[src/sv/pscu_pkg.sv]
// ---------------------------------------------------------------------------
// Pressure sensor compensation unit: shared package
// Field widths, compensation constants, register indexes and the structs
// that travel between the pipeline sections.
// ---------------------------------------------------------------------------
package pscu_pkg;

    // Port field widths
    localparam int RAW_W     = 24;
    localparam int COEF_W    = 16;
    localparam int TEMP_W    = 19;
    localparam int PRESS_W   = 32;
    localparam int CFG_IDX_W = 3;

    // Compensation constants (hundredths of a degree and shift counts)
    localparam int TEMP_REF        = 2000;
    localparam int TEMP_COLD       = -1500;
    localparam int TEMP_HOT        = 4500;
    localparam int REF_TEMP_SHIFT  = 8;
    localparam int TEMP_SHIFT      = 23;
    localparam int OFF_SHIFT       = 7;
    localparam int SENS_SHIFT      = 8;
    localparam int OFF_BASE_SHIFT  = 16;
    localparam int SENS_BASE_SHIFT = 15;
    localparam int T2_SHIFT        = 31;
    localparam int PRESS_SHIFT1    = 21;
    localparam int PRESS_SHIFT2    = 15;

    // Internal widths, sized to the value ranges
    localparam int DT_W       = RAW_W + 1;
    localparam int PROD_W     = DT_W + COEF_W + 1;
    localparam int DTSQ_W     = 2 * DT_W;
    localparam int T2_W       = 17;
    localparam int OFF_W      = PROD_W - OFF_SHIFT;
    localparam int SENS_W     = PROD_W - SENS_SHIFT;
    localparam int DEV_SQ_W   = 34;
    localparam int OFF2_W     = DEV_SQ_W + 2;
    localparam int SENS2_W    = DEV_SQ_W + 2;
    localparam int OFF_F_W    = 37;
    localparam int SENS_F_W   = 38;
    localparam int SPLIT_W    = 19;
    localparam int PL_W       = RAW_W + SPLIT_W;
    localparam int PH_W       = RAW_W + 1 + SENS_F_W - SPLIT_W;
    localparam int HI_W       = PH_W + 1;
    localparam int SHIFTED_W  = HI_W - (PRESS_SHIFT1 - SPLIT_W);

    // Register stages from input to output
    localparam int PIPE_DEPTH = 7;

    // Configuration register indexes
    typedef enum logic [CFG_IDX_W-1:0] {
        REG_SENS          = 3'd0,
        REG_OFFSET        = 3'd1,
        REG_SENS_TEMPCO   = 3'd2,
        REG_OFFSET_TEMPCO = 3'd3,
        REG_REF_TEMP      = 3'd4,
        REG_TEMP_SLOPE    = 3'd5
    } cfg_reg_t;

    // Calibration words
    typedef struct packed {
        logic [COEF_W-1:0] sens;
        logic [COEF_W-1:0] offset;
        logic [COEF_W-1:0] sens_tempco;
        logic [COEF_W-1:0] offset_tempco;
        logic [COEF_W-1:0] ref_temp;
        logic [COEF_W-1:0] temp_slope;
    } cfg_t;

    // First-order results
    typedef struct packed {
        logic        [RAW_W-1:0]  d1;
        logic signed [TEMP_W-1:0] temp;
        logic signed [OFF_W-1:0]  off;
        logic signed [SENS_W-1:0] sens;
        logic        [T2_W-1:0]   t2;
    } first_t;

    // Second-order corrected results
    typedef struct packed {
        logic        [RAW_W-1:0]    d1;
        logic signed [TEMP_W-1:0]   temp;
        logic signed [OFF_F_W-1:0]  off;
        logic signed [SENS_F_W-1:0] sens;
    } second_t;

endpackage

[src/sv/pscu_pressure.sv]
// ---------------------------------------------------------------------------
// Pressure sensor compensation unit: pressure section
// Two stages: split product of raw pressure and sensitivity, then
// recombination, offset removal and final scaling into the output register.
// ---------------------------------------------------------------------------
module pscu_pressure (
    input  logic                               clk,
    input  logic                               rst_n,
    input  logic                               in_valid,
    output logic                               in_ready,
    input  pscu_pkg::second_t                  in_data,
    output logic                               out_valid,
    input  logic                               out_ready,
    output logic signed [pscu_pkg::TEMP_W-1:0]  temperature_centi,
    output logic signed [pscu_pkg::PRESS_W-1:0] pressure_comp
);
    import pscu_pkg::*;

    logic                          s6_valid_reg;
    logic signed [TEMP_W-1:0]      s6_temp_reg;
    logic signed [OFF_F_W-1:0]     s6_off_reg;
    logic [PL_W-1:0]               s6_pl_reg;
    logic signed [PH_W-1:0]        s6_ph_reg;

    logic [SPLIT_W-1:0]            sens_lo;
    logic signed [SENS_F_W-SPLIT_W-1:0] sens_hi;
    logic [PL_W-1:0]               pl;
    logic signed [PH_W-1:0]        ph;

    logic                          s7_valid_reg;
    logic signed [TEMP_W-1:0]      s7_temp_reg;
    logic signed [PRESS_W-1:0]     s7_press_reg;

    logic signed [HI_W-1:0]        hi_sum;
    logic signed [SHIFTED_W-1:0]   diff;
    logic signed [PRESS_W-1:0]     press_next;

    logic s6_ready;
    logic s7_ready;

    assign s7_ready = !s7_valid_reg || out_ready;
    assign s6_ready = !s6_valid_reg || s7_ready;
    assign in_ready = s6_ready;

    // Split sensitivity into an unsigned low part and a signed high part
    assign sens_lo = in_data.sens[SPLIT_W-1:0];
    assign sens_hi = in_data.sens[SENS_F_W-1:SPLIT_W];
    assign pl      = in_data.d1 * sens_lo;
    assign ph      = $signed({1'b0, in_data.d1}) * sens_hi;

    // Recombine above the low split; the bits below it cannot reach the shifted result
    assign hi_sum = HI_W'(s6_ph_reg) + HI_W'(s6_pl_reg[PL_W-1:SPLIT_W]);
    assign diff   = $signed(hi_sum[HI_W-1:PRESS_SHIFT1-SPLIT_W]) - SHIFTED_W'(s6_off_reg);

    // The scaled result spans fewer bits than the output, so sign-extend
    assign press_next = PRESS_W'($signed(diff[SHIFTED_W-1:PRESS_SHIFT2]));

    // Advance valid bits
    always_ff @(posedge clk or negedge rst_n)
    begin
        if (!rst_n)
        begin
            s6_valid_reg <= 1'b0;
            s7_valid_reg <= 1'b0;
        end
        else
        begin
            if (s6_ready)
            begin
                s6_valid_reg <= in_valid;
            end
            if (s7_ready)
            begin
                s7_valid_reg <= s6_valid_reg;
            end
        end
    end

    // Advance payload
    always_ff @(posedge clk)
    begin
        if (s6_ready && in_valid)
        begin
            s6_temp_reg <= in_data.temp;
            s6_off_reg  <= in_data.off;
            s6_pl_reg   <= pl;
            s6_ph_reg   <= ph;
        end
        if (s7_ready && s6_valid_reg)
        begin
            s7_temp_reg  <= s6_temp_reg;
            s7_press_reg <= press_next;
        end
    end

    assign out_valid         = s7_valid_reg;
    assign temperature_centi = s7_temp_reg;
    assign pressure_comp     = s7_press_reg;

endmodule

[config.mk]
export PLATFORM = sky130hd
export DESIGN_NAME = pscu_pressure
export DESIGN_NICKNAME = d
export VERILOG_FILES = /design/src/sv/pscu_pkg.sv /design/src/sv/pscu_pressure.sv
export SDC_FILE = /design/constraint.sdc
export NUM_CORES = 2
export LEC_CHECK = 0
export CORE_MARGIN = 2
export CORE_UTILIZATION = 35
export DETAILED_ROUTE_END_ITERATION = 16
export DONT_BUFFER_PORTS = 1
export GPL_ROUTABILITY_DRIVEN = 0
export GPL_TIMING_DRIVEN = 0
export PLACE_DENSITY_LB_ADDON = 0.2
export SYNTH_ARGS = -nofsm -noshare
export SYNTH_HDL_FRONTEND = slang
export SYNTH_SLANG_ARGS = --single-unit
[constraint.sdc]
create_clock -name clk -period 10.2 [get_ports clk]
set_clock_uncertainty 0.2 [all_clocks]
set_input_delay 1.02 -clock clk [delete_from_list [all_inputs] [get_ports clk]]
set_output_delay 1.02 -clock clk [all_outputs]
set_load 0.02 [all_outputs]
==> impl_metrics.tcl <==
set metrics [dict create \
    overflow 0 \
    setup_violations 0 \
    cp_slowest_cell "clkbuf_1" \
    hold_class "primary input to asynchronous set/reset pin" \
    synth_most_common_cell "inv_1" \
    core-area_um2 107100 \
    die_width_um 332.6 \
    syn-num-nets 5216 \
    yosysUniqueCellTypes 80 \
    crit_family "adder cells" \
    synth_enable_flop_cells 171 \
    dieHeight_um 332.6 \
    synth_top_cell_area_share 0.3947 \
    setup_tns_ns 0 \
    via_per_inst 4.936 \
    synth_seq_cells 173 \
    critical_path_required_ns 10.15 \
    cts_tree "built" \
    antenna_found_initial 22 \
    cp_cell_sequence "clkbuf_1 -> clkbuf_1 -> nand2_1 -> fa_1 -> inv_1 -> fa_1 -> inv_1 -> fa_1 -> inv_1 -> fa_1 -> fa_1 -> inv_1 -> fa_1 -> inv_1 -> ha_1 -> nand4_1 -> nor2_1 -> nand4_1 -> nor4_1 -> o21ai_1 -> nand2_1 -> o21a_1 -> nor2_1 -> xnor2_1" \
    cp.depth 24 \
    clock_latency_ns 0.44 \
    via_count 26870 \
    die_area_um2 110600 \
    clock-sinks 173 \
    path_common_cell "fa_1" \
    worst_pin_slew_ns 1.181 \
    grt_pass1_wl_mm 181.6 \
    post-dp-hpwl_mm 101.0 \
    outcome "complete, no violations" \
    grt_max_degree 76 \
    num_rows 120 \
    syn_inst 3989 \
    synth_common_cells "inv_1 (883), fa_1 (745), nand2_1 (586)" \
    grt_use_total 0.2217 \
    io_pins 175 \
    cts_root_buf "clkbuf_16" \
    nNetsFinal 5237 \
    area_delta_synth_final_pct 6.413 \
    final_antenna_net_count 0 \
    ys_top_cells_by_area "fa_1 (39%), edfxtp_1 (14%), ha_1 (12%), inv_1 (8.8%), and2_1 (6.1%)" \
    postCtsHoldBufs 0 \
    path_max_fanout 10 \
    finalCriticalPeriod_ns 9.051 \
    hold_violations 0 \
    drive_above_1_share 0.01641 \
    crit_buf_inv 7 \
    synthArstFlopShare 0.01156 \
    synth-main-ff-cell "edfxtp_1" \
    critPathMaxStageDelay_ns 0.83 \
    cts-buffers-inserted 17 \
    cts_resized 0 \
    end_kind "flip-flop" \
    rrSetupSlack_ns 4.70 \
    drt-wirelength-per-cell_um 22.13 \
    crit_type "primary input to flip-flop" \
    grt_pass1_vias 28520 \
    syn_area_um2 37790 \
    first_pass_iters 5 \
    maxCapViolations 0 \
    drtIter0Drc 1662 \
    min_period_over_period 0.8874 \
    start_util 0.3530 \
    arrival_ns 9.00 \
    clockBufferDepth 2 \
    largest_register_ffs 44 \
    drc 0 \
    fill_cells 10890 \
    wirelength_mm 120.4 \
    syn_area_per_cell_um2 9.473 \
    max_slew_margin 0.2127 \
    post_cts_buffers 0 \
    path_clk_slew_ns 0.07 \
    fmax_mhz 110.5 \
    port_buffers 0 \
    timing.rr.end "pressure_comp[27]" \
    finalMaxSlewViolations 0 \
    rsz0062_at_grt "false" \
    r2r_cells 20 \
    start_kind "primary input" \
    h-tree-depth 4 \
    synth-seq-area-share 0.1372 \
    ys_warn_count 0 \
    rr_startpoint "s6_pl_reg[21]" \
    synth_area_leader_cell "fa_1" \
]
==> layer usage <==
metal	up-vias	track usage	share of wire
li1	12150	-	-
met4	4	0.08472	0.039
met5	-	0	0.00018
met3	174	0.03702	0.067
met1	13620	0.2791	0.41
met2	919	0.3801	0.48
==> worst max-delay path by stage <==
stage            startpoint            end  slack (ns)
2_1_floorplan  in_data[116]  s6_ph_reg[42]        2.61
3_3_place_gp   in_data[104]  s6_pl_reg[42]        0.78
3_5_place_dp   in_data[114]  s6_pl_reg[41]        0.80
4_1_cts        in_data[106]  s6_pl_reg[42]        1.28
5_1_grt        in_data[114]  s6_pl_reg[42]        0.83
6_report       in_data[114]  s6_pl_reg[39]        1.15
==> worst reg2reg max path: cells and delay by family (launching register included) <==
kind	cells	cell delay [ns]
adder cells (fa/ha/maj)	2	0.72
XOR/XNOR	2	0.33
flip-flops	1	0.39
AND/OR/NAND/NOR	5	0.86
AO/OA/AOI/OAI	11	2.75
==> layout by cell type, fill, tap and decap left out, types with 6 or more instances in the layout <==
cell type  Yosys  final
nand2_1      586    586
and3_1        15     15
o21bai_1      10     10
nor3_1        22     22
diode_2        0     17
a211oi_1       7      7
nor2b_1       25     25
nand3_1       22     22
xnor2_1       85     85
clkbuf_16      0     17
o21ai_0       38     38
nand4_1       25     25
edfxtp_1     171    171
xor2_1        38     38
fa_1         745    745
a31oi_1       14     14
ha_1         360    360
o211ai_1       8      8
o31ai_1        6      6
and2_1       369    367
nand2b_1      25     25
clkbuf_1     181    181
a21o_1        61     61
inv_1        883    883
o21ai_1       25     25
a21oi_1       90     90
o21a_1        21     21
nor2_1        62     62
==> layout make-up <==
type	count	area [um^2]	share of cell area
clock inverters	15	148.9	0.003703
diodes	17	42.54	0.001058
well taps	1403	1755	0.04365
multi-input cells	2744	28560	0.7104
inverters	884	3318	0.08252
plain buffers	188	724.4	0.01802
repair buffers	2	47.55	0.001182
flip-flops and latches	173	5185	0.1289
clock buffers	17	425.4	0.01058
==> per-stage QoR <==
stage / std cells / cell area, um^2 / setup WS, ns / util / hold WS [ns]
3_3_place_gp: 5392 / 39540 / 0.7751 / 0.3694 / 0.2004
2_1_floorplan: 3989 / 37790 / 2.613 / - / 0.2003
5_1_grt: 5427 / 40170 / 0.8337 / 0.3753 / 0.04994
3_5_place_dp: 5394 / 39600 / 0.8027 / 0.3699 / 0.2045
6_report: 5443 / 40210 / 1.149 / 0.3756 / 0.07777
4_1_cts: 5426 / 40170 / 1.275 / 0.3752 / 0.04501
==> logic make-up after synthesis <==
| group | synth area share |
|---|---|
| and+or+nand+nor | 0.1512 |
| adders and majority gates | 0.5139 |
| buffers and inverters | 0.1070 |
| AOI/OAI and AO/OA | 0.06162 |
| DFF | 0.1372 |
| xor gates and xnor gates | 0.02910 |
Power is left out: the tool's default activity adds up to more than one toggle a clock period on the data nets, which glitch-free logic cannot reach.
