### config.mk
export PLATFORM = sky130hd
export DESIGN_NAME = pscu_first_order
export DESIGN_NICKNAME = d
export VERILOG_FILES = /design/src/sv/pscu_pkg.sv /design/src/sv/pscu_first_order.sv
export SDC_FILE = /design/constraint.sdc
export NUM_CORES = 2
export LEC_CHECK = 0
export BUFFER_PORTS_ARGS = -buffer_cell sky130_fd_sc_hd__buf_2
export CAP_MARGIN = 20
export CORE_MARGIN = 8
export CORE_UTILIZATION = 55
export DETAILED_ROUTE_END_ITERATION = 10
export PLACE_DENSITY = 0.79
export SLEW_MARGIN = 25
export SYNTH_ARGS = -nofsm -noshare
export SYNTH_HDL_FRONTEND = slang
export SYNTH_SLANG_ARGS = --single-unit
### constraint.sdc
create_clock -name clk -period 13.7 [get_ports clk]
set_clock_uncertainty 0.05 [all_clocks]
set_input_delay 2.055 -clock clk [delete_from_list [all_inputs] [get_ports clk]]
set_output_delay 2.055 -clock clk [all_outputs]
set_load 0.02 [all_outputs]
### src/sv/pscu_pkg.sv
// ---------------------------------------------------------------------------
// Pressure sensor compensation unit: shared package
// Field widths, compensation constants, register indexes and the structs
// that travel between the pipeline sections.
// ---------------------------------------------------------------------------
package pscu_pkg;

    // Port field widths
    localparam int RAW_W     = 24;
    localparam int COEF_W    = 16;
    localparam int TEMP_W    = 19;
    localparam int PRESS_W   = 32;
    localparam int CFG_IDX_W = 3;

    // Compensation constants (hundredths of a degree and shift counts)
    localparam int TEMP_REF        = 2000;
    localparam int TEMP_COLD       = -1500;
    localparam int TEMP_HOT        = 4500;
    localparam int REF_TEMP_SHIFT  = 8;
    localparam int TEMP_SHIFT      = 23;
    localparam int OFF_SHIFT       = 7;
    localparam int SENS_SHIFT      = 8;
    localparam int OFF_BASE_SHIFT  = 16;
    localparam int SENS_BASE_SHIFT = 15;
    localparam int T2_SHIFT        = 31;
    localparam int PRESS_SHIFT1    = 21;
    localparam int PRESS_SHIFT2    = 15;

    // Internal widths, sized to the value ranges
    localparam int DT_W       = RAW_W + 1;
    localparam int PROD_W     = DT_W + COEF_W + 1;
    localparam int DTSQ_W     = 2 * DT_W;
    localparam int T2_W       = 17;
    localparam int OFF_W      = PROD_W - OFF_SHIFT;
    localparam int SENS_W     = PROD_W - SENS_SHIFT;
    localparam int DEV_SQ_W   = 34;
    localparam int OFF2_W     = DEV_SQ_W + 2;
    localparam int SENS2_W    = DEV_SQ_W + 2;
    localparam int OFF_F_W    = 37;
    localparam int SENS_F_W   = 38;
    localparam int SPLIT_W    = 19;
    localparam int PL_W       = RAW_W + SPLIT_W;
    localparam int PH_W       = RAW_W + 1 + SENS_F_W - SPLIT_W;
    localparam int HI_W       = PH_W + 1;
    localparam int SHIFTED_W  = HI_W - (PRESS_SHIFT1 - SPLIT_W);

    // Register stages from input to output
    localparam int PIPE_DEPTH = 7;

    // Configuration register indexes
    typedef enum logic [CFG_IDX_W-1:0] {
        REG_SENS          = 3'd0,
        REG_OFFSET        = 3'd1,
        REG_SENS_TEMPCO   = 3'd2,
        REG_OFFSET_TEMPCO = 3'd3,
        REG_REF_TEMP      = 3'd4,
        REG_TEMP_SLOPE    = 3'd5
    } cfg_reg_t;

    // Calibration words
    typedef struct packed {
        logic [COEF_W-1:0] sens;
        logic [COEF_W-1:0] offset;
        logic [COEF_W-1:0] sens_tempco;
        logic [COEF_W-1:0] offset_tempco;
        logic [COEF_W-1:0] ref_temp;
        logic [COEF_W-1:0] temp_slope;
    } cfg_t;

    // First-order results
    typedef struct packed {
        logic        [RAW_W-1:0]  d1;
        logic signed [TEMP_W-1:0] temp;
        logic signed [OFF_W-1:0]  off;
        logic signed [SENS_W-1:0] sens;
        logic        [T2_W-1:0]   t2;
    } first_t;

    // Second-order corrected results
    typedef struct packed {
        logic        [RAW_W-1:0]    d1;
        logic signed [TEMP_W-1:0]   temp;
        logic signed [OFF_F_W-1:0]  off;
        logic signed [SENS_F_W-1:0] sens;
    } second_t;

endpackage

### src/sv/pscu_first_order.sv
// ---------------------------------------------------------------------------
// Pressure sensor compensation unit: first-order section
// Three stages: temperature difference, coefficient products, first-order
// temperature, offset and sensitivity.
// ---------------------------------------------------------------------------
module pscu_first_order (
    input  logic                      clk,
    input  logic                      rst_n,
    input  pscu_pkg::cfg_t            cfg,
    input  logic                      in_valid,
    output logic                      in_ready,
    input  logic [pscu_pkg::RAW_W-1:0] raw_pressure,
    input  logic [pscu_pkg::RAW_W-1:0] raw_temperature,
    output logic                      out_valid,
    input  logic                      out_ready,
    output pscu_pkg::first_t          out_data
);
    import pscu_pkg::*;

    logic                     s1_valid_reg;
    logic [RAW_W-1:0]         s1_d1_reg;
    logic signed [DT_W-1:0]   s1_dt_reg;
    logic signed [DT_W-1:0]   dt_next;

    logic                     s2_valid_reg;
    logic [RAW_W-1:0]         s2_d1_reg;
    logic signed [TEMP_W-1:0] s2_tcorr_reg;
    logic signed [OFF_W-1:0]  s2_offcorr_reg;
    logic signed [SENS_W-1:0] s2_senscorr_reg;
    logic [T2_W-1:0]          s2_t2_reg;
    logic signed [PROD_W-1:0] tprod;
    logic signed [PROD_W-1:0] offprod;
    logic signed [PROD_W-1:0] sensprod;
    logic signed [DTSQ_W-1:0] dtsq;

    logic                     s3_valid_reg;
    first_t                   s3_data_reg;
    first_t                   s3_data_next;

    logic s1_ready;
    logic s2_ready;
    logic s3_ready;

    // Stage readiness: a stage takes a request when empty or when it drains
    assign s3_ready = !s3_valid_reg || out_ready;
    assign s2_ready = !s2_valid_reg || s3_ready;
    assign s1_ready = !s1_valid_reg || s2_ready;
    assign in_ready = s1_ready;

    // Temperature difference from the reference word
    assign dt_next = $signed({1'b0, raw_temperature})
                   - $signed({1'b0, cfg.ref_temp, {REF_TEMP_SHIFT{1'b0}}});

    // Coefficient products
    assign tprod    = s1_dt_reg * $signed({1'b0, cfg.temp_slope});
    assign offprod  = s1_dt_reg * $signed({1'b0, cfg.offset_tempco});
    assign sensprod = s1_dt_reg * $signed({1'b0, cfg.sens_tempco});
    assign dtsq     = s1_dt_reg * s1_dt_reg;

    // First-order sums
    always_comb
    begin
        s3_data_next.d1   = s2_d1_reg;
        s3_data_next.temp = TEMP_W'(TEMP_REF) + s2_tcorr_reg;
        s3_data_next.off  = $signed({{(OFF_W - COEF_W - OFF_BASE_SHIFT){1'b0}},
                                     cfg.offset, {OFF_BASE_SHIFT{1'b0}}})
                          + s2_offcorr_reg;
        s3_data_next.sens = $signed({{(SENS_W - COEF_W - SENS_BASE_SHIFT){1'b0}},
                                     cfg.sens, {SENS_BASE_SHIFT{1'b0}}})
                          + s2_senscorr_reg;
        s3_data_next.t2   = s2_t2_reg;
    end

    // Advance valid bits
    always_ff @(posedge clk or negedge rst_n)
    begin
        if (!rst_n)
        begin
            s1_valid_reg <= 1'b0;
            s2_valid_reg <= 1'b0;
            s3_valid_reg <= 1'b0;
        end
        else
        begin
            if (s1_ready)
            begin
                s1_valid_reg <= in_valid;
            end
            if (s2_ready)
            begin
                s2_valid_reg <= s1_valid_reg;
            end
            if (s3_ready)
            begin
                s3_valid_reg <= s2_valid_reg;
            end
        end
    end

    // Advance payload
    always_ff @(posedge clk)
    begin
        if (s1_ready && in_valid)
        begin
            s1_d1_reg <= raw_pressure;
            s1_dt_reg <= dt_next;
        end
        if (s2_ready && s1_valid_reg)
        begin
            s2_d1_reg       <= s1_d1_reg;
            s2_tcorr_reg    <= tprod[PROD_W-1:TEMP_SHIFT];
            s2_offcorr_reg  <= offprod[PROD_W-1:OFF_SHIFT];
            s2_senscorr_reg <= sensprod[PROD_W-1:SENS_SHIFT];
            s2_t2_reg       <= dtsq[T2_SHIFT+T2_W-1:T2_SHIFT];
        end
        if (s3_ready && s2_valid_reg)
        begin
            s3_data_reg <= s3_data_next;
        end
    end

    assign out_valid = s3_valid_reg;
    assign out_data  = s3_data_reg;

endmodule

==> metrics.cfg <==
[run_status]
status=completed

[yosys]
yosys_warnings=0
yosysTopAreaCellShare_pct=48.70
yosys.area.top_type=fa_1
mappedNetlistArea_um2=72340
syn-num-nets=9664
synthCells=7257
synth_edf_count=307
ys_seq_area_share_pct=12.85
synth_area_per_cell_um2=9.969
synthTopCellsByArea=fa_1 49%, edfxtp_1 13%, inv_1 10%
synthFlopType=edfxtp_1
synth.distinct_cells=79
async_reset_ff_share_pct=0.9677
ys_seq_elements=310

[die]
core_area_um2=131000
ioPinCount=279
start_util_pct=55.24
rows=133
fp.dieH_um=378.7
die_x_um=378.7
dieArea_um2=143400

[worst_setup_path]
crit_path_start_kind=flip-flop
slowest_delay_ns=0.74
slowest_stage=buf_4
cp_common_cell=fa_1
worstSetupPathType=reg -> reg
worstSetupEndpointType=flip-flop
cp_max_fo=59
crit_required_ns=14.01
worstPathArrival_ns=9.01

[final_layout]
drive_gt1_share_pct=5.937
layout.nets=9720
area_growth_syn_to_layout_pct=5.853
layout_commonest_cell=inv_1
layout_common_cells=2015 x inv_1, 1760 x fa_1, 928 x nand2_1
largest_register_ffs=129
nFillCells=10840

[sta]
max_freq_mhz=114.8
setup_viol=0
maxSlewViolCount=0
hold_viol=0
timing.final.crit_share_pct=63.56
relSlewSlack_pct=27.82
rsz0062_at_grt=false
setup-tns-final_ns=0
min_period_ns=8.707
worst_pin_slew_ns=1.083

[detailed_routing]
drc_errors=0
avgRoutedWirePerCell_um=18.38
routed_wl_um=167400
drtIter0Drc=2782
num_vias=48510
dr.pass1.iters=5
avgViaCountPerCell=5.325
postRouteAntennaNets=0

[cts]
worstSkewPairLatency_ns=0.61
postCtsSetupBuffers=0
cts_buffers=42
clockBufferDepth=3
clk_pin_slew_ns=0.06
post_cts_resized=0
cts.sinks=310
postCtsHoldBufs=0
cts_root_buffer=clkbuf_16
cts_tree=built
htree_levels=2

[place]
port_buffers=278
dp_hpwl_um=131400
routabilityCongestion=0.9052

[global_routing]
grt_pass1_wl_um=280800
grt_pass1_vias=56100
antenna_found_initial=18
overflow=0
grt_max_degree=79
grt_usage_pct=24.41

[min_path]
hold_class=reg -> reg

[flow_run]
max_cap_violations=0

[kinds of logic after synthesis]
family | count (synthesis) | synth area share, %
buffers and inverters | 2325 | 12.07
AO/OA/AOI/OAI | 355 | 3.395
AND/OR/NAND/NOR | 1821 | 12.09
adder cells (fa/ha/maj) | 2259 | 57.33
multiplexers | 3 | 0.04151
flip-flops | 310 | 12.85
XOR/XNOR | 184 | 2.228
[per-stage QoR]
step | util [%] | hold WS, ns | std cells | instance area (µm²) | setup WS (ns)
floorplan | - | 0.3503 | 7257 | 72340 | 5.469
detailed placement | 57.36 | 0.3545 | 9024 | 75120 | 4.856
global placement | 57.36 | 0.3502 | 9024 | 75120 | 5.084
finish | 58.47 | 0.3601 | 9110 | 76580 | 4.993
CTS | 58.45 | 0.3624 | 9099 | 76550 | 5.043
global route | 58.46 | 0.3662 | 9104 | 76560 | 4.447
[Yosys cell counts (all sizes together), types with 4 or more instances]
| library cell | number |
|---|---|
| or2 | 10 |
| and2 | 598 |
| a21o | 48 |
| o21a | 26 |
| o2111ai | 4 |
| or3 | 7 |
| a221oi | 4 |
| o311ai | 4 |
| nand3 | 27 |
| o211ai | 6 |
| and4 | 4 |
| nor2b | 34 |
| a21oi | 95 |
| nor3 | 32 |
| fa | 1760 |
| a31oi | 13 |
| nand4 | 12 |
| nor2 | 114 |
| xor2 | 50 |
| xnor2 | 134 |
| a2111oi | 4 |
| a211o | 6 |
| edfxtp | 307 |
| a21boi | 12 |
| inv | 2015 |
| o31ai | 5 |
| nor3b | 4 |
| nand2 | 929 |
| o21ai | 67 |
| and3 | 19 |
| clkbuf | 307 |
| nand2b | 22 |
| a31o | 6 |
| a211oi | 18 |
| ha | 499 |
| o21bai | 17 |
[per-layer routing]
metal / up-vias / share of wire, % / global-route usage [%]
met3: 422 / 7.7 / 4.756
met4: 14 / 3.9 / 9.280
met5: - / 0.053 / 0
li1: 21120 / - / -
met1: 25260 / 38 / 30.44
met2: 1695 / 50 / 42.19
[worst paths after layout]
path / start / to / slack (ns) / depth (start not counted)
max in group asynchronous: rst_n / s2_valid_reg / 12.29 / 1
worst min-delay path: s2_offcorr_reg[1] / out_data[52] / 0.36 / 0
worst min register to register: s2_offcorr_reg[1] / out_data[52] / 0.36 / 0
worst max register to register: s1_dt_reg[11] / s2_t2_reg[16] / 4.99 / 25
worst max-delay path: s1_dt_reg[11] / s2_t2_reg[16] / 4.99 / 25
min in group asynchronous: rst_n / s1_valid_reg / 1.19 / 1
[critical path: cells and delay by family, from the launching register on]
family	cells	cell delay [ns]
adder cells (fa/ha/maj)	8	3.59
AO/OA/AOI/OAI	8	2.41
flip-flops	1	0.67
buffers and inverters	6	1.14
AND/OR/NAND/NOR	2	0.33
XOR/XNOR	1	0.10
[final cells by class]
class	count	area, µm²	area share [%]
Timing Repair Buffer	322	1734	2.265
Multi-Input combinational cell	4622	54330	70.94
Antenna cell	11	27.53	0.03595
Clock inverter	27	297.8	0.3889
Sequential cell	310	9294	12.14
Inverter	2015	7564	9.877
Clock buffer	48	1137	1.485
Tap cell	1755	2196	2.867
Power is left out: the tool's default activity adds up to more than one toggle a clock period on the data nets, which glitch-free logic cannot reach.
