===== src/sv/pscu_pkg.sv =====
// ---------------------------------------------------------------------------
// Pressure sensor compensation unit: shared package
// Field widths, compensation constants, register indexes and the structs
// that travel between the pipeline sections.
// ---------------------------------------------------------------------------
package pscu_pkg;

    // Port field widths
    localparam int RAW_W     = 24;
    localparam int COEF_W    = 16;
    localparam int TEMP_W    = 19;
    localparam int PRESS_W   = 32;
    localparam int CFG_IDX_W = 3;

    // Compensation constants (hundredths of a degree and shift counts)
    localparam int TEMP_REF        = 2000;
    localparam int TEMP_COLD       = -1500;
    localparam int TEMP_HOT        = 4500;
    localparam int REF_TEMP_SHIFT  = 8;
    localparam int TEMP_SHIFT      = 23;
    localparam int OFF_SHIFT       = 7;
    localparam int SENS_SHIFT      = 8;
    localparam int OFF_BASE_SHIFT  = 16;
    localparam int SENS_BASE_SHIFT = 15;
    localparam int T2_SHIFT        = 31;
    localparam int PRESS_SHIFT1    = 21;
    localparam int PRESS_SHIFT2    = 15;

    // Internal widths, sized to the value ranges
    localparam int DT_W       = RAW_W + 1;
    localparam int PROD_W     = DT_W + COEF_W + 1;
    localparam int DTSQ_W     = 2 * DT_W;
    localparam int T2_W       = 17;
    localparam int OFF_W      = PROD_W - OFF_SHIFT;
    localparam int SENS_W     = PROD_W - SENS_SHIFT;
    localparam int DEV_SQ_W   = 34;
    localparam int OFF2_W     = DEV_SQ_W + 2;
    localparam int SENS2_W    = DEV_SQ_W + 2;
    localparam int OFF_F_W    = 37;
    localparam int SENS_F_W   = 38;
    localparam int SPLIT_W    = 19;
    localparam int PL_W       = RAW_W + SPLIT_W;
    localparam int PH_W       = RAW_W + 1 + SENS_F_W - SPLIT_W;
    localparam int HI_W       = PH_W + 1;
    localparam int SHIFTED_W  = HI_W - (PRESS_SHIFT1 - SPLIT_W);

    // Register stages from input to output
    localparam int PIPE_DEPTH = 7;

    // Configuration register indexes
    typedef enum logic [CFG_IDX_W-1:0] {
        REG_SENS          = 3'd0,
        REG_OFFSET        = 3'd1,
        REG_SENS_TEMPCO   = 3'd2,
        REG_OFFSET_TEMPCO = 3'd3,
        REG_REF_TEMP      = 3'd4,
        REG_TEMP_SLOPE    = 3'd5
    } cfg_reg_t;

    // Calibration words
    typedef struct packed {
        logic [COEF_W-1:0] sens;
        logic [COEF_W-1:0] offset;
        logic [COEF_W-1:0] sens_tempco;
        logic [COEF_W-1:0] offset_tempco;
        logic [COEF_W-1:0] ref_temp;
        logic [COEF_W-1:0] temp_slope;
    } cfg_t;

    // First-order results
    typedef struct packed {
        logic        [RAW_W-1:0]  d1;
        logic signed [TEMP_W-1:0] temp;
        logic signed [OFF_W-1:0]  off;
        logic signed [SENS_W-1:0] sens;
        logic        [T2_W-1:0]   t2;
    } first_t;

    // Second-order corrected results
    typedef struct packed {
        logic        [RAW_W-1:0]    d1;
        logic signed [TEMP_W-1:0]   temp;
        logic signed [OFF_F_W-1:0]  off;
        logic signed [SENS_F_W-1:0] sens;
    } second_t;

endpackage


===== src/sv/pscu_second_order.sv =====
// ---------------------------------------------------------------------------
// Pressure sensor compensation unit: second-order section
// Two stages: deviation squares and range flags, then the cold corrections to
// temperature, offset and sensitivity or the hot correction to sensitivity.
// ---------------------------------------------------------------------------
module pscu_second_order (
    input  logic              clk,
    input  logic              rst_n,
    input  logic              in_valid,
    output logic              in_ready,
    input  pscu_pkg::first_t  in_data,
    output logic              out_valid,
    input  logic              out_ready,
    output pscu_pkg::second_t out_data
);
    import pscu_pkg::*;

    logic                       s4_valid_reg;
    first_t                     s4_data_reg;
    logic                       s4_cold_reg;
    logic                       s4_vcold_reg;
    logic                       s4_hot_reg;
    logic [DEV_SQ_W-1:0]        s4_sqa_reg;
    logic [DEV_SQ_W-1:0]        s4_sqb_reg;

    logic                       cold;
    logic                       vcold;
    logic                       hot;
    logic signed [TEMP_W-1:0]   dev_a;
    logic signed [TEMP_W-1:0]   dev_b;
    logic signed [2*TEMP_W-1:0] sq_a;
    logic signed [2*TEMP_W-1:0] sq_b;

    logic                       s5_valid_reg;
    second_t                    s5_data_reg;
    second_t                    s5_data_next;

    logic [OFF2_W-1:0]          off2;
    logic [DEV_SQ_W+2:0]        seven_sq;
    logic [SENS2_W-1:0]         sens2_cold;
    logic [DEV_SQ_W-4:0]        sens2_hot;

    logic s4_ready;
    logic s5_ready;

    assign s5_ready = !s5_valid_reg || out_ready;
    assign s4_ready = !s4_valid_reg || s5_ready;
    assign in_ready = s4_ready;

    // Range flags and deviations from the break points
    assign cold  = in_data.temp < TEMP_W'(TEMP_REF);
    assign vcold = in_data.temp < TEMP_W'(TEMP_COLD);
    assign hot   = in_data.temp >= TEMP_W'(TEMP_HOT);
    assign dev_a = cold ? (in_data.temp - TEMP_W'(TEMP_REF))
                        : (in_data.temp - TEMP_W'(TEMP_HOT));
    assign dev_b = in_data.temp - TEMP_W'(TEMP_COLD);
    assign sq_a  = dev_a * dev_a;
    assign sq_b  = dev_b * dev_b;

    // Offset and sensitivity corrections
    assign off2       = OFF2_W'({s4_sqa_reg, 1'b0}) + OFF2_W'(s4_sqa_reg);
    assign seven_sq   = {s4_sqa_reg, 3'b000} - {3'b000, s4_sqa_reg};
    assign sens2_cold = SENS2_W'(seven_sq[DEV_SQ_W+2:3])
                      + (s4_vcold_reg ? SENS2_W'({s4_sqb_reg, 1'b0}) : SENS2_W'(0));
    assign sens2_hot  = s4_sqa_reg[DEV_SQ_W-1:3];

    // Apply the corrections for the temperature band
    always_comb
    begin
        s5_data_next.d1   = s4_data_reg.d1;
        s5_data_next.temp = s4_data_reg.temp;
        s5_data_next.off  = OFF_F_W'(s4_data_reg.off);
        s5_data_next.sens = SENS_F_W'(s4_data_reg.sens);
        if (s4_cold_reg)
        begin
            s5_data_next.temp = s4_data_reg.temp - TEMP_W'(s4_data_reg.t2);
            s5_data_next.off  = OFF_F_W'(s4_data_reg.off) - OFF_F_W'(off2);
            s5_data_next.sens = SENS_F_W'(s4_data_reg.sens) - SENS_F_W'(sens2_cold);
        end
        else if (s4_hot_reg)
        begin
            s5_data_next.sens = SENS_F_W'(s4_data_reg.sens) + SENS_F_W'(sens2_hot);
        end
    end

    // Advance valid bits
    always_ff @(posedge clk or negedge rst_n)
    begin
        if (!rst_n)
        begin
            s4_valid_reg <= 1'b0;
            s5_valid_reg <= 1'b0;
        end
        else
        begin
            if (s4_ready)
            begin
                s4_valid_reg <= in_valid;
            end
            if (s5_ready)
            begin
                s5_valid_reg <= s4_valid_reg;
            end
        end
    end

    // Advance payload
    always_ff @(posedge clk)
    begin
        if (s4_ready && in_valid)
        begin
            s4_data_reg  <= in_data;
            s4_cold_reg  <= cold;
            s4_vcold_reg <= vcold;
            s4_hot_reg   <= hot;
            s4_sqa_reg   <= sq_a[DEV_SQ_W-1:0];
            s4_sqb_reg   <= sq_b[DEV_SQ_W-1:0];
        end
        if (s5_ready && s4_valid_reg)
        begin
            s5_data_reg <= s5_data_next;
        end
    end

    assign out_valid = s5_valid_reg;
    assign out_data  = s5_data_reg;

endmodule


===== config.mk =====
export PLATFORM = sky130hd
export DESIGN_NAME = pscu_second_order
export DESIGN_NICKNAME = d
export VERILOG_FILES = /design/src/sv/pscu_pkg.sv /design/src/sv/pscu_second_order.sv
export SDC_FILE = /design/constraint.sdc
export NUM_CORES = 2
export LEC_CHECK = 0
export ABC_CLOCK_PERIOD_IN_PS = 9200
export BUFFER_PORTS_ARGS = -buffer_cell sky130_fd_sc_hd__buf_2
export CORE_UTILIZATION = 35
export CTS_CLUSTER_DIAMETER = 40
export DETAILED_ROUTE_END_ITERATION = 10
export GPL_TIMING_DRIVEN = 0
export PLACE_DENSITY_LB_ADDON = 0.05
export SLEW_MARGIN = 0
export SYNTH_ARGS = -nofsm -noshare
export SYNTH_HDL_FRONTEND = slang
export SYNTH_SLANG_ARGS = --single-unit

===== constraint.sdc =====
create_clock -name clk -period 9.2 [get_ports clk]
set_input_delay 1.38 -clock clk [delete_from_list [all_inputs] [get_ports clk]]
set_output_delay 1.38 -clock clk [all_outputs]
set_load 0.05 [all_outputs]

==> results.md <==
* Status: completed
* Crit path largest cell delay at 0.50 ns
* Post-route clock period utilization at 0.997
* Vias in the first global route at 32200
* Adder-cell share of the synthesized area at 0.426
* Netlist cell types at 97
* Site row count at 127
* Post-synthesis mux area share at 0.0144
* CP max FO at 9
* Post-synthesis simple-gate area fraction at 0.0986
* Initial antenna violation count at 8
* Drt drc at 0
* Top FF cell, synth: edfxtp_1
* Final count of hold timing violations at 0
* RSZ-0062 raised after global routing: true
* Critical path launch point type: primary input
* Max-slew headroom at 0.101
* Post-Syn Area at 42400 um2
* Die span in x at 350 um
* Worst flop-to-flop path startpoint: s4_data_reg[86]
* I/O pins at 253
* Yosys warns at 0
* Pre-antenna DRT Iters at 7
* Synth async-reset ratio at 0.00635
* Crit path from: in_data[90]
* Count leader, synth: inv_1
* Die Height at 350 um
* Final #Nets at 5765
* Post-synth top area share at 0.305
* Critical Path Most Common Cell: fa_1
* First-pass GRT wire length at 197000 um
* Max-Cap Viols at 0
* Sink Count at 315
* Slowest cell on the critical path: fa_1
* Hold Startpoint: s4_data_reg[125]
* Total gr overflow at 0
* FMAX at 109 MHz
* Vias/cell at 4.79
* Bufs on Longest Clock Path at 3
* Synth top cells by count: inv_1 (873), fa_1 (646), ha_1 (410), edfxtp_1 (313), nand2_1 (310)
* RePlAce Congestion at 0.863
* Max FFs per register at 129
* Cts bufs inserted at 44
* Antenna Cells at 0
* Clk slew on worst S/H paths at 0.06 ns
* Final-report setup violation count at 0
* Worst Clk Skew at 0.0146 ns
* #FFs+latches synth at 315
* CTS tree: yes
* Design Area, Final at 50100 um2
* Area grow syn2layout at 18.2%
* Share of layout cells above drive strength 1 at 0.164
* Total die area at 123000 um2
* CP Class: primary input to register
* Initial core utilization at 0.353
* Largest net degree at the start of global routing at 63
* XOR/XNOR share of the synthesized area at 0.0590
* Synth Area in Compound Gates at 0.0933
* Area after DPL at 46000 um2
* Slew Viols, Final at 0
* H-tree Lvls at 2
* Vias at 29800
* Post-DP HPWL at 108000 um
* Syn_area_per_cell at 10.1 um2
* Iter 0 DRT Violations at 1325
* Root buffer cell: clkbuf_16
* Post-synth top area cell: fa_1
* Final WL at 128000 um
* Hold slack at 0.419 ns
* Avg WL per Cell at 20.6 um
* Post-synthesis sequential area ratio at 0.223
* Port bufs at 252
* Core box area at 120000 um2
* Min-Delay Path Class: register to register
* Syn nets at 5376
* Critical Path RT at 9.56 ns
* Global-route usage over all layers at 0.215
* Number of synthesized flops with an enable pin at 313
* Clk_lat worst skew at 0.59 ns
* Worst EP arrival at 9.53 ns
* Synth Instances at 4187
* Final Critical Period at 9.17 ns
* Hold Buf Count CTS at 0
* Slew @ Worst Pin at 1.35 ns
* Antenna-violating nets left at 0
* Crit end category: register
* Main combinational cell family by area after synthesis: adder cells
* Dominant cells by area after synthesis: fa_1 (31%), edfxtp_1 (22%), ha_1 (12%), inv_1 (7.7%), xnor2_1 (4.0%)
-- cell families after synthesis --
logic type / after synthesis
fa+ha+maj: 1056
buf+inv: 967
simple gates: 912
compound gates: 595
flops: 315
xor+xnor: 285
mux: 57
-- per-stage QoR --
stage	cells	setup TNS (ns)	util	setup WS [ns]
after floorplan	4187	-0.0106	-	-0.0106
after global placement	6051	-104.60	0.382	-2.78
after detailed placement	6056	-61.09	0.384	-2.74
after CTS	6199	-0.0190	0.412	-0.0190
after global routing	6222	-0.725	0.418	-0.223
final	6222	0	0.418	0.0319
-- critical path, delay by kind of cell --
family          cells  cell delay, ns
fa+ha+maj           9            3.86
compound gates     10            2.19
simple gates        5            0.84
buf+inv             9            0.78
xor+xnor            2            0.48
-- layout by cell type, fill, tap and decap left out, types with 23 or more instances in the layout --
master	netlist	layout
a21o_1	81	79
ha_1	410	388
clkbuf_1	70	33
mux2i_1	25	23
inv_1	873	854
buf_2	4	239
or3_1	27	23
nor2_1	288	274
clkbuf_16	0	52
o21ai_0	120	112
xnor2_1	192	168
nand2_1	310	297
mux2_2	32	32
buf_4	1	94
nor2b_1	28	23
and2_1	59	57
nand3_1	37	36
nand2b_1	50	46
o21a_1	42	39
edfxtp_1	313	313
xor2_1	92	77
fa_1	646	628
a21oi_1	171	154
nor3_1	47	41
-- metal layers --
layer  wire length (um)  up-vias  global-route usage
met2              62500      591               0.374
met3               4550      128              0.0192
met5                  0        -                   0
met4               3050        0              0.0516
li1                   -    14300                   -
met1              58400    14800               0.287
-- repair_timing --
action,in CTS,in global routing
buffers inserted,75,23
endpoints found under the hold margin,0,0
gates cloned,1,0
pin swaps,60,79
setup endpoints to repair,34,14
resized for setup,268,106
-- worst paths after layout --
| check | to | slack, ns | depth (start not counted) |
|---|---|---|---|
| max | s4_sqb_reg[31] | 0.03 | 35 |
| min | out_data[114] | 0.42 | 0 |
| max reg2reg | out_data[35] | 1.27 | 31 |
| min reg2reg | out_data[114] | 0.42 | 0 |
| max in group asynchronous | s4_valid_reg | 8.54 | 1 |
| min in group asynchronous | out_valid | 0.57 | 1 |
-- cell type report --
cell class / instances / area, um2
Fill cell: 11800 / 69900
Clock inverter: 31 / 339
Tap cell: 1612 / 2020
Clock buffer: 49 / 1170
Timing Repair Buffer: 356 / 2320
Sequential cell: 315 / 9450
Multi-Input combinational cell: 2905 / 30800
Inverter: 882 / 3370
Buffer: 72 / 612
Power is not shown: default switching activity piles up to over one toggle a cycle in this logic, so the estimate is an artifact.
